File: config.mk
export PLATFORM = sky130hd
export DESIGN_NAME = three_level_feedback_queue_scheduler_core
export DESIGN_NICKNAME = d
export VERILOG_FILES = /design/src/rtl/tlfq_pkg.sv /design/src/rtl/tlfq_regs.sv /design/src/rtl/tlfq_ram.sv /design/src/rtl/three_level_feedback_queue_scheduler_core.sv
export SDC_FILE = /design/constraint.sdc
export NUM_CORES = 2
export LEC_CHECK = 0
export ABC_AREA = 0
export BUFFER_PORTS_ARGS = -buffer_cell sky130_fd_sc_hd__buf_2
export CORE_MARGIN = 3
export CORE_UTILIZATION = 60
export CTS_CLUSTER_DIAMETER = 60
export CTS_CLUSTER_SIZE = 25
export DETAILED_ROUTE_END_ITERATION = 10
export PLACE_DENSITY = 0.77
export SLEW_MARGIN = 10
export SYNTH_ARGS = -nofsm -noshare
export SYNTH_HDL_FRONTEND = slang
export SYNTH_SLANG_ARGS = --single-unit
File: constraint.sdc
create_clock -name clk -period 46 [get_ports clk]
set_input_delay 2.3 -clock clk [delete_from_list [all_inputs] [get_ports clk]]
set_output_delay 2.3 -clock clk [all_outputs]
set_load 0.01 [all_outputs]
File: src/rtl/tlfq_pkg.sv
`timescale 1ns / 1ps
// ----------------------------------------------------------------------------
// tlfq_pkg
// shared types and constants for the three-level feedback queue scheduler
// ----------------------------------------------------------------------------
package tlfq_pkg;

  localparam int TableDepth = 32;
  localparam int SlotW = $clog2(TableDepth);
  localparam int CntW = $clog2(TableDepth + 1);

  localparam logic [1:0] ModeInsert  = 2'd0;
  localparam logic [1:0] ModeRemove  = 2'd1;
  localparam logic [1:0] ModeAge     = 2'd2;
  localparam logic [1:0] ModePreempt = 2'd3;

  localparam logic [1:0] LevelNone = 2'd0;
  localparam logic [1:0] Level1    = 2'd1;
  localparam logic [1:0] Level2    = 2'd2;
  localparam logic [1:0] Level3    = 2'd3;

  localparam logic [2:0] RegL1Floor   = 3'd0;
  localparam logic [2:0] RegL2Floor   = 3'd1;
  localparam logic [2:0] RegAgingThr  = 3'd2;
  localparam logic [2:0] RegAgingStep = 3'd3;
  localparam logic [2:0] RegPrioCap   = 3'd4;
  localparam logic [2:0] RegQuantum   = 3'd5;

  typedef struct packed {
    logic [1:0]  mode;
    logic [15:0] thread_id;
    logic [7:0]  priority_req;
    logic signed [31:0] remaining_time;
    logic [31:0] now_tick;
    logic [1:0]  running_level;
    logic signed [31:0] running_remaining;
    logic [31:0] running_burst;
  } in_word_t;

  typedef struct packed {
    logic        found;
    logic [15:0] out_id;
    logic [7:0]  out_priority;
    logic [1:0]  out_level;
    logic        all_empty;
    logic        preempt;
    logic        dropped;
  } out_word_t;

  typedef struct packed {
    logic [15:0] id;
    logic [1:0]  level;
    logic [7:0]  prio;
    logic [31:0] sort_key;
    logic [31:0] ready_since;
    logic [15:0] order;
  } entry_t;

  typedef struct packed {
    logic [7:0]  l1_floor;
    logic [7:0]  l2_floor;
    logic [15:0] aging_threshold;
    logic [7:0]  aging_step;
    logic [7:0]  priority_cap;
    logic [15:0] time_quantum;
  } cfg_t;

endpackage

File: src/rtl/tlfq_regs.sv
`timescale 1ns / 1ps
// ----------------------------------------------------------------------------
// tlfq_regs
// apb configuration registers
// ----------------------------------------------------------------------------
module tlfq_regs (
  input  logic        clk,
  input  logic        rst,
  input  logic        psel,
  input  logic        penable,
  input  logic        pwrite,
  input  logic [4:0]  paddr,
  input  logic [31:0] pwdata,
  output logic [31:0] prdata,
  output tlfq_pkg::cfg_t cfg
);
  import tlfq_pkg::*;

  logic       wr;
  logic [2:0] idx;

  assign wr  = psel && penable && pwrite;
  assign idx = paddr[4:2];

  always_ff @(posedge clk) begin
    if (rst) begin
      cfg.l1_floor        <= 8'd100;
      cfg.l2_floor        <= 8'd50;
      cfg.aging_threshold <= 16'd1500;
      cfg.aging_step      <= 8'd10;
      cfg.priority_cap    <= 8'd149;
      cfg.time_quantum    <= 16'd100;
    end else if (wr) begin
      unique case (idx)
        RegL1Floor:   cfg.l1_floor        <= pwdata[7:0];
        RegL2Floor:   cfg.l2_floor        <= pwdata[7:0];
        RegAgingThr:  cfg.aging_threshold <= pwdata[15:0];
        RegAgingStep: cfg.aging_step      <= pwdata[7:0];
        RegPrioCap:   cfg.priority_cap    <= pwdata[7:0];
        RegQuantum:   cfg.time_quantum    <= pwdata[15:0];
        default: ;
      endcase
    end
  end

  always_comb begin
    unique case (idx)
      RegL1Floor:   prdata = {24'd0, cfg.l1_floor};
      RegL2Floor:   prdata = {24'd0, cfg.l2_floor};
      RegAgingThr:  prdata = {16'd0, cfg.aging_threshold};
      RegAgingStep: prdata = {24'd0, cfg.aging_step};
      RegPrioCap:   prdata = {24'd0, cfg.priority_cap};
      RegQuantum:   prdata = {16'd0, cfg.time_quantum};
      default:      prdata = 32'd0;
    endcase
  end

endmodule

File: src/rtl/tlfq_ram.sv
`timescale 1ns / 1ps
// ----------------------------------------------------------------------------
// tlfq_ram
// entry store, one write and one registered read port
// ----------------------------------------------------------------------------
module tlfq_ram (
  input  logic clk,
  input  logic we,
  input  logic [tlfq_pkg::SlotW-1:0] waddr,
  input  tlfq_pkg::entry_t wdata,
  input  logic [tlfq_pkg::SlotW-1:0] raddr,
  output tlfq_pkg::entry_t rdata
);
  import tlfq_pkg::*;

  entry_t mem [TableDepth];

  always_ff @(posedge clk) begin
    if (we) mem[waddr] <= wdata;
    rdata <= mem[raddr];
  end

endmodule

File: src/rtl/three_level_feedback_queue_scheduler_core.sv
`timescale 1ns / 1ps
// ----------------------------------------------------------------------------
// three_level_feedback_queue_scheduler_core
// ready table of up to 32 threads in three levels, scanned from one memory
// ----------------------------------------------------------------------------
//  channel  signals                         direction
//  in       in_valid in_ready in_data       item from scheduler
//  out      out_valid out_ready out_data    one result per item
//  cfg      psel penable pwrite paddr ...   apb register access
//
// insert passes from idle through the done state, where its result is registered.
// remove, age and preempt scan the entry memory once, one slot a cycle through
// the registered read port, then pass the done state, where the result is
// registered; the next word is taken once the block is back in idle.
// the scan rate is set by the single read port of the entry memory.
// valid bits and the insert counter live in flops and clear on reset.
// a waiting result does not block the next item; a second waits on out_ready.
module three_level_feedback_queue_scheduler_core (
  input  logic clk,
  input  logic rst,
  input  logic in_valid,
  output logic in_ready,
  input  tlfq_pkg::in_word_t in_data,
  output logic out_valid,
  input  logic out_ready,
  output tlfq_pkg::out_word_t out_data,
  input  logic        psel,
  input  logic        penable,
  input  logic        pwrite,
  input  logic [4:0]  paddr,
  input  logic [31:0] pwdata,
  output logic [31:0] prdata,
  output logic        pready
);
  import tlfq_pkg::*;

  localparam logic [1:0] StIdle = 2'd0;
  localparam logic [1:0] StScan = 2'd1;
  localparam logic [1:0] StDone = 2'd2;

  cfg_t cfg;
  tlfq_regs u_regs (
    .clk, .rst, .psel, .penable, .pwrite, .paddr, .pwdata, .prdata, .cfg
  );
  assign pready = 1'b1;

  logic [1:0]  state;
  in_word_t    item;
  logic [TableDepth-1:0] valid;
  logic [15:0] insert_counter;
  logic [CntW-1:0] rd_cnt;
  logic        rd_pend;
  logic [SlotW-1:0] rd_slot;

  // best found so far per level
  logic [2:0]  has;
  logic [SlotW-1:0] bslot [3];
  entry_t      bent [3];

  logic        we;
  logic [SlotW-1:0] waddr;
  entry_t      wdata;
  entry_t      rdata;
  logic [SlotW-1:0] raddr;

  tlfq_ram u_ram (.clk, .we, .waddr, .wdata, .raddr, .rdata);

  // lowest free slot
  logic [SlotW-1:0] free_slot;
  logic             full;
  always_comb begin
    free_slot = '0;
    full = 1'b1;
    for (int i = TableDepth - 1; i >= 0; i--) begin
      if (!valid[i]) begin
        free_slot = SlotW'(i);
        full = 1'b0;
      end
    end
  end

  assign raddr = rd_cnt[SlotW-1:0];

  logic [1:0] ins_lv;
  assign ins_lv = (item.priority_req >= cfg.l1_floor) ? Level1 :
                  (item.priority_req >= cfg.l2_floor) ? Level2 : Level3;

  // compare scanned entry with current best of its level
  logic better;
  logic [15:0] age_a, age_b;
  logic [1:0]  lvi;
  assign lvi = rdata.level - 2'd1;
  always_comb begin
    age_a = insert_counter - rdata.order;
    age_b = insert_counter - bent[lvi].order;
    better = 1'b0;
    unique case (rdata.level)
      Level1: better = ($signed(rdata.sort_key) != $signed(bent[lvi].sort_key)) ?
                       ($signed(rdata.sort_key) < $signed(bent[lvi].sort_key)) :
                       (rdata.id < bent[lvi].id);
      Level2: better = (rdata.sort_key != bent[lvi].sort_key) ?
                       (rdata.sort_key > bent[lvi].sort_key) : (rdata.id < bent[lvi].id);
      default: better = (age_a != age_b) ? (age_a > age_b) : (rdata.id < bent[lvi].id);
    endcase
  end

  logic        aged;
  logic [8:0]  np;
  assign aged = (item.now_tick - rdata.ready_since) > {16'd0, cfg.aging_threshold};
  assign np   = {1'b0, rdata.prio} + {1'b0, cfg.aging_step};

  // result register with one spare slot
  out_word_t res, hold;
  logic      res_v, hold_v;
  logic      res_push;
  out_word_t res_word;

  assign in_ready = (state == StIdle) && !hold_v;

  logic [TableDepth-1:0] valid_after;
  logic [SlotW-1:0] rm_slot;
  logic [1:0] rm_lv;
  always_comb begin
    rm_lv = LevelNone;
    rm_slot = '0;
    if (has[0]) begin rm_lv = Level1; rm_slot = bslot[0]; end
    else if (has[1]) begin rm_lv = Level2; rm_slot = bslot[1]; end
    else if (has[2]) begin rm_lv = Level3; rm_slot = bslot[2]; end
  end

  always_comb begin
    we = 1'b0;
    waddr = rd_slot;
    wdata = rdata;
    res_push = 1'b0;
    res_word = '0;
    valid_after = valid;
    if (state == StIdle && in_valid && in_ready && in_data.mode == ModeInsert) begin
      // insert handled in done stage
    end
    if (state == StScan && rd_pend && item.mode == ModeAge && valid[rd_slot] && aged) begin
      we = 1'b1;
      wdata.prio = (np > {1'b0, cfg.priority_cap}) ? cfg.priority_cap : np[7:0];
      wdata.ready_since = item.now_tick;
    end
    if (state == StDone) begin
      res_push = 1'b1;
      unique case (item.mode)
        ModeInsert: begin
          if (full) res_word.dropped = 1'b1;
          else begin
            we = 1'b1;
            waddr = free_slot;
            wdata.id = item.thread_id;
            wdata.level = ins_lv;
            wdata.prio = item.priority_req;
            wdata.sort_key = (ins_lv == Level1) ? item.remaining_time :
                             (ins_lv == Level2) ? {24'd0, item.priority_req} : 32'd0;
            wdata.ready_since = item.now_tick;
            wdata.order = insert_counter;
            valid_after[free_slot] = 1'b1;
          end
        end
        ModeRemove: begin
          if (rm_lv != LevelNone) begin
            res_word.found = 1'b1;
            res_word.out_id = bent[rm_lv - 2'd1].id;
            res_word.out_priority = bent[rm_lv - 2'd1].prio;
            res_word.out_level = rm_lv;
            valid_after[rm_slot] = 1'b0;
          end
        end
        ModeAge: ;
        ModePreempt: begin
          unique case (item.running_level)
            Level1: res_word.preempt = has[0] &&
                      ($signed(bent[0].sort_key) < item.running_remaining);
            Level2: res_word.preempt = has[0];
            Level3: res_word.preempt = has[0] || has[1] ||
                      (item.running_burst > {16'd0, cfg.time_quantum});
            default: res_word.preempt = 1'b0;
          endcase
        end
        default: ;
      endcase
      res_word.all_empty = (valid_after == '0);
    end
  end

  always_ff @(posedge clk) begin
    if (rst) begin
      state <= StIdle;
      valid <= '0;
      insert_counter <= '0;
      rd_cnt <= '0;
      rd_pend <= 1'b0;
      has <= '0;
    end else begin
      unique case (state)
        StIdle: begin
          if (in_valid && in_ready) begin
            item <= in_data;
            has <= '0;
            rd_cnt <= '0;
            rd_pend <= 1'b0;
            state <= (in_data.mode == ModeInsert) ? StDone : StScan;
          end
        end
        StScan: begin
          rd_pend <= (rd_cnt < CntW'(TableDepth));
          rd_slot <= raddr;
          if (rd_cnt < CntW'(TableDepth)) rd_cnt <= rd_cnt + 1'b1;
          if (rd_pend && valid[rd_slot] && rdata.level != LevelNone &&
              (!has[lvi] || better)) begin
            has[lvi] <= 1'b1;
            bslot[lvi] <= rd_slot;
            bent[lvi] <= rdata;
          end
          if (rd_cnt == CntW'(TableDepth) && rd_pend) state <= StDone;
        end
        StDone: begin
          valid <= valid_after;
          if (item.mode == ModeInsert && !full) insert_counter <= insert_counter + 16'd1;
          state <= StIdle;
        end
        default: state <= StIdle;
      endcase
    end
  end

  // output register plus skid slot
  always_ff @(posedge clk) begin
    if (rst) begin
      res_v <= 1'b0;
      hold_v <= 1'b0;
    end else begin
      if (res_v && out_ready) begin
        res_v <= hold_v || res_push;
        if (hold_v) begin
          res <= hold;
          hold_v <= res_push;
          if (res_push) hold <= res_word;
        end else if (res_push) res <= res_word;
      end else if (!res_v) begin
        res_v <= res_push;
        if (res_push) res <= res_word;
      end else if (res_push) begin
        hold <= res_word;
        hold_v <= 1'b1;
      end
    end
  end

  assign out_valid = res_v;
  assign out_data  = res;

  a_one_in_flight: assert property (@(posedge clk) disable iff (rst)
    (state != StIdle) |-> !in_ready) else $error("item taken while busy");
  a_hold_needs_res: assert property (@(posedge clk) disable iff (rst)
    hold_v |-> res_v) else $error("skid slot filled ahead of output");
  a_done_to_idle: assert property (@(posedge clk) disable iff (rst)
    (state == StDone) |=> (state == StIdle)) else $error("done stage stuck");
  a_counter_step: assert property (@(posedge clk) disable iff (rst)
    (state != StDone) |=> $stable(insert_counter)) else $error("counter moved");

endmodule

== After elaboration in Yosys (flattened, before gate mapping) ==
Memories as Yosys holds them, arrays and structs flattened. A register that Yosys moved wholly into a read port is not among the register bits.
Cells that the tools add are included.
Storage, ports and cells
  RAM bits: 3725
  bits in registers: 347
  word-level logic and storage cells: 295
  bits of input ports: 200
  output and inout bits: 65
  memories: 3
Cells by class
  $add $sub $neg: 8
  reductions and logical operators: 51
  muxes and demuxes: 146
  $lt $le $gt $ge: 18
  eq/ne operators: 27
  bitwise gates (word level): 5
Memories
  u_ram.mem: depth 32, width 106, read ports 1, clocked after Yosys merged registers in 1, wr ports 1, line tlfq_ram.sv:16  | entry_t mem [TableDepth];
  bent: depth 3, width 106, read ports 3, clocked after Yosys merged registers in 0, wr ports 1, line three_level_feedback_queue_scheduler_core.sv:58  | entry_t bent [3];
  bslot: depth 3, width 5, read ports 3, clocked after Yosys merged registers in 0, wr ports 1, line three_level_feedback_queue_scheduler_core.sv:57  | logic [SlotW-1:0] bslot [3];
Operators with widths (number)
  2-to-1 mux 106 bit: 3
  2-to-1 mux 30 bit: 9
  2-to-1 mux 5 bit: 38
  2-to-1 mux 32 bit: 5
  case mux 16 bit (6 select lines): 1
  greater-than comparator 32 x 16 -> 1 bit: 2
  < comparator 32 bit: 2
  inequality test 32 bit: 2
  case mux 32 bit (2 select lines): 1
  2-to-1 mux 1 bit: 62
  2-to-1 mux 27 bit: 2
  bitwise AND 32 bit: 1
  greater-than comparator 32 bit: 1
  logical NOT 32 bit: 1
  inverter 32 bit: 1
  bitwise OR 32 bit: 1
  subtractor 16 bit: 2
  subtractor 32 bit: 1
  2-to-1 mux 8 bit: 3
  AND reduction 2 bit: 12
  logical AND 1 bit: 18
  < comparator 5 x 6 -> 1 bit (second input constant): 3
  adder 16 x 1 -> 16 bit (second input constant): 1
  greater-or-equal comparator 8 bit: 2
  other kinds (39): 81

== Logic depth before layout (Yosys ltp) ==
  depth after elaboration: 45
  mapped depth: 28
  mapped depth without buffers: 26

== Modules after synthesis ==
A second synthesis with hierarchy kept.
Unflattened totals
  cells, all modules: 9221
  area, all modules: 162653.5 um^2
Modules (own cells, without submodules)
  tlfq_ram: sequential area each 103979.7 um^2, area each 130792.9 um^2, cells each 6177, instances 1
  three_level_feedback_queue_scheduler_core: sequential area each 14814.2 um^2, area each 28663.7 um^2, cells each 2689, instances 1
  tlfq_regs: sequential area each 1281.2 um^2, area each 3196.8 um^2, cells each 355, instances 1

== Worst setup path before layout ==
Ideal clock, no wire load.
  path kind: register to register
  start point: register item[66] in the netlist's numbering
  end point: memory u_ram.mem[30][0] in the netlist's numbering, enable pin
  slack: 30.696 ns
  library setup time: 0.869 ns
  path buffers: 2
  stages on the path, launching flop included: 24
  data required time: 45.131 ns
  arrival time: 14.435 ns
  period minus slack after synthesis: 15.304 ns
  cell sequence: edfxtp_1 > inv_1 > ha_1 > inv_1 > fa_1 > a211oi_1 > o21ai_1 > o2111ai_1 > nand2_1 > a21o_1 > a21oi_1 > xnor2_1 > ha_1 > nand4_1 > nor2_1 > nand4_1 > o21ai_0 > o21ai_0 > or3_1 > or4_1 > buf_2 > o21ai_4 > buf_8 > nor4b_1
Between the ends
  longest elaborated chain between the ends: 9
Ends and longest elaborated chain
  start, declared: line three_level_feedback_queue_scheduler_core.sv:48  | in_word_t item;
  start signal, assigned: line three_level_feedback_queue_scheduler_core.sv:202  | item <= in_data;
  subtractor 32 bit (*): line three_level_feedback_queue_scheduler_core.sv:109  | assign aged = (item.now_tick - rdata.ready_since) > {16'd0, cfg.aging_threshold};
  greater-than comparator 32 x 16 -> 1 bit (*): line three_level_feedback_queue_scheduler_core.sv:109
  logical AND 1 bit (*): line three_level_feedback_queue_scheduler_core.sv:141  | if (state == StScan && rd_pend && item.mode == ModeAge && valid[rd_slot] && aged) begin
  2-to-1 mux 1 bit (*): line three_level_feedback_queue_scheduler_core.sv:141
  2-to-1 mux 1 bit: line three_level_feedback_queue_scheduler_core.sv:150  | if (full) res_word.dropped = 1'b1;
  2-to-1 mux 1 bit: line three_level_feedback_queue_scheduler_core.sv:148  | unique case (item.mode)
  2-to-1 mux 1 bit (*): line three_level_feedback_queue_scheduler_core.sv:146  | if (state == StDone) begin
  2-to-1 mux 1 bit (*): line tlfq_ram.sv:19  | if (we) mem[waddr] <= wdata;
  2-to-1 mux 1 bit (implied by the code) (*): line tlfq_ram.sv:19
  end, declared: line tlfq_ram.sv:16
Every way passes the cells marked *; elsewhere a longest branch is shown, timed or not.

== Final worst setup path ==
  start point: register item[66] in the netlist's numbering
  end point: memory u_ram.mem[2][76] in the netlist's numbering, enable pin
The elaborated chain is that of the path after synthesis.

==> results.md <==
* Status: finished clean
* Switching Fraction at 21.89%
* Layout area overhead at 8.473%
* GRT Total Usage at 29.36%
* IO Pins at 265
* Slew HR at 13.85%
* # hold bufs at CTS at 0
* Placed cells at 11648
* Post-Layout Cell Count at 12075
* Total negative slack at 0 ns
* Sink Count at 4076
* VDD IR max at 0.03462 mV
* Register Area at 120100 um2
* Worst Setup SP: item[66]
* Final net count at 8756
* Area leader, netlist: edfxtp_1
* Crit Path Max Fanout at 42
* Cell Rows at 190
* Area of the multi-input gates at 40540 um2
* Via count at 83144
* DP Area at 168400 um2
* Height of the die at 526.4 um
* GPL Wtd Cong at 0.9164
* RSZ-0062 raised after global routing: false
* Clk_lat worst skew at 0.97 ns
* Max_cap viols at 0
* Clock Skew at 0.08166 ns
* Die Wd at 526.4 um
* Synth async-reset ratio at 0%
* CTS Buf Count at 228
* Critical Path Most Common Cell: buf_4
* Sw power at 1.473 mW
* Critical path class: reg -> reg
* CP startpoint kind: flip-flop
* Initial antenna violation count at 8
* # fillers at 16973
* Avg Cell Area, Syn at 20.11 um2
* WL/cell at 33.80 um
* Slowest cell on crit path: buf_4
* Post-cts sizing count at 0
* Worst hold-check path type: reg -> reg
* Sequential area share after synthesis at 73.89%
* Clk root buf: clkbuf_16
* DP Worst Slack at 36.81 ns
* H-tree levels at 4
* WL final at 408100 um
* Vias in the first global route at 82415
* Core area at 268600 um2
* Synth area leaders: edfxtp_1 71%, mux4_2 15%, dfxtp_1 2.9%
* Layout cell share with drive strength beyond 1 at 24.47%
* CP required at 46.58 ns
* Mapped cell area at 162500 um2
* Seq cells post-synth at 4076
* Endpoints failing hold at 0
* Period utilization at 20.58%
* Fin util at 65.62%
* Crit path cell chain: inv_1, ha_1, inv_1, fa_1, a211oi_1, o21ai_1, o2111ai_1, nand2_1, a21o_1, a21oi_1, xnor2_1, ha_1, nand4_1, nor2_1, nand4_1, o21ai_0, o21ai_0, or3_1, or4_1, o21ai_4, nor4_2, buf_4, buf_4, buf_4
* Drt pass-1 iters at 6
* Crit path capture: u_ram.mem[2][76]
* Critical path's largest stage delay at 0.98 ns
* Final setup viols at 0
* First-pass GRT wire length at 587200 um
* Reg-to-Reg Start: item[66]
* R2r setup slk at 36.53 ns
* Data arrival, critical path at 10.04 ns
* Average vias per placed instance at 6.886
* Most frequent cells after synthesis: 3844 x edfxtp_1, 1073 x mux4_2, 412 x nand2_1, 308 x clkbuf_1, 243 x nor2_1
* R2R Path End: u_ram.mem[2][76]
* Power per cell area at 38.18 nW/um2
* Max Transition Viols Final at 0
* Critical Path End Type: flip-flop
* Clock tree from TritonCTS: built
* DR iter-0 viols at 11689
* Count leader, synth: edfxtp_1
* Crit path time final at 9.466 ns
* Clk slew on worst S/H paths at 0.09 ns
* Die area at 277100 um2
* Comb pwr share at 4.9%
* Yosys Warn Count at 0
* Total gr overflow at 0
* Antenna Nets Post-Route at 0
* Synth top area share at 71.04%
* Sequential Power Share at 60.7%
* Post-Synthesis Cells at 8080
* Post-route design area at 176300 um2
* Setup ws final at 36.53 ns
* Largest net degree at the start of global routing at 152
* Synth cell types at 86
* Initial core utilization at 60.49%
* Hpwl dp at 216000 um
* Top_reg_cell synth: edfxtp_1
* FMAX at 0.1056 GHz
* Clock share of power at 34.4%
* Internal at 5.256 mW
* # Post-CTS Setup Buffers at 0
* Clk buf depth at 4
* Worst-Margin Slew at 1.292 ns
* Residual DRC count at 0
* EDFF count, synth at 3844
* LEAKAGE at 55.04 nW
* Port Buffer Count at 229
* Cells on worst reg2reg path at 24
[metrics by stage]
step / power, mW / hold slack, ns
finish: 6.729 / 0.4828
global route: 6.911 / 0.5076
CTS: 6.756 / 0.4684
detailed placement: 4.501 / 0.4644
global placement: 4.489 / 0.4544
floorplan: 4.403 / 0.4064
[worst min-delay path by stage]
stage,start,cells after the start,slack [ns],endpoint
6_report,u_regs.cfg[13],2,0.48,u_regs.cfg[13]
5_1_grt,u_ram.rdata[9],0,0.51,bent[1][9]
4_1_cts,u_ram.rdata[13],0,0.47,bent[0][13]
3_5_place_dp,u_ram.rdata[6],0,0.46,bent[2][6]
3_3_place_gp,u_ram.rdata[6],0,0.45,bent[1][6]
2_1_floorplan,rd_cnt[2],0,0.41,rd_slot[2]
[power groups by stage]
stage	Sequential, mW	Clock [mW]	Combinational (mW)
2_1_floorplan	4.16	0	0.240
3_3_place_gp	4.17	0	0.317
3_5_place_dp	4.17	0	0.328
4_1_cts	4.09	2.34	0.330
5_1_grt	4.09	2.46	0.359
6_report	4.09	2.31	0.330
[critical path: cells and delay by family (launching register included)]
family	cells	cell delay, ns
buffers and inverters	5	2.79
adders and majority gates	3	0.92
AOI/OAI and AO/OA	8	2.46
xor gates and xnor gates	1	0.19
DFF	1	0.41
and+or+nand+nor	7	2.16
[cells by family (layout without fill, tap and decap cells)]
group	Yosys count	after routing	synth area share [%]
compound gates	747	747	2.902
other cells	2	24	0.004622
flops	4076	4076	73.89
buf+inv	590	1011	1.445
fa+ha+maj	230	230	1.789
simple gates	1017	1017	2.848
mux	1349	1349	16.74
xor+xnor	69	69	0.3719
[layout make-up]
type,instances,area share (%)
Antenna cell,7,0.009938
Clock buffer,283,3.394
Clock inverter,137,1.027
Inverter,181,0.3854
Multi-Input combinational cell,3429,23.00
Sequential cell,4076,68.14
Tap cell,3552,2.521
Timing Repair Buffer,410,1.529
[state kept, by name (all words and copies together), names as in the netlist, 30 cells and up]
| name | flops |
|---|---|
| out_data | 30 |
| bent | 216 |
| u_regs.cfg | 64 |
| u_ram.mem | 3392 |
| item | 156 |
| hold | 30 |
| valid | 32 |
| u_ram.rdata | 106 |
[routing by layer]
metal / track usage, % / wire [um] / vias up
li1: - / - / 33501
met1: 42.32 / 151800 / 43802
met2: 46.68 / 198400 / 5149
met3: 5.682 / 45700 / 686
met4: 8.365 / 12190 / 6
met5: 0 / 41 / -
[cell usage in the layout, fill, tap and decap left out, drive strengths merged, types with 11 or more instances in the layout]
cell type and count:
nand3 83, inv 234, mux2i 136, nand2b 19, clkbuf 283, a211oi 23, dfxtp 232, and2 12
a2111oi 13, or3 13, bufinv 11, o21bai 15, clkinv 59, buf 410, edfxtp 3844, nand4 59
mux4 1073, nor4 17, ha 226, clkinvlp 14, o211ai 16, nand2 412, a21oi 211, nor3 67
conb 17, a211o 25, a22o 12, nor2 243, o21a 36, o31ai 15, a31oi 20, xor2 31
xnor2 38, mux2 140, nor2b 26, a21o 75, o21ai 217, and3 11
Note: power is estimated with default switching activity, not from simulation.
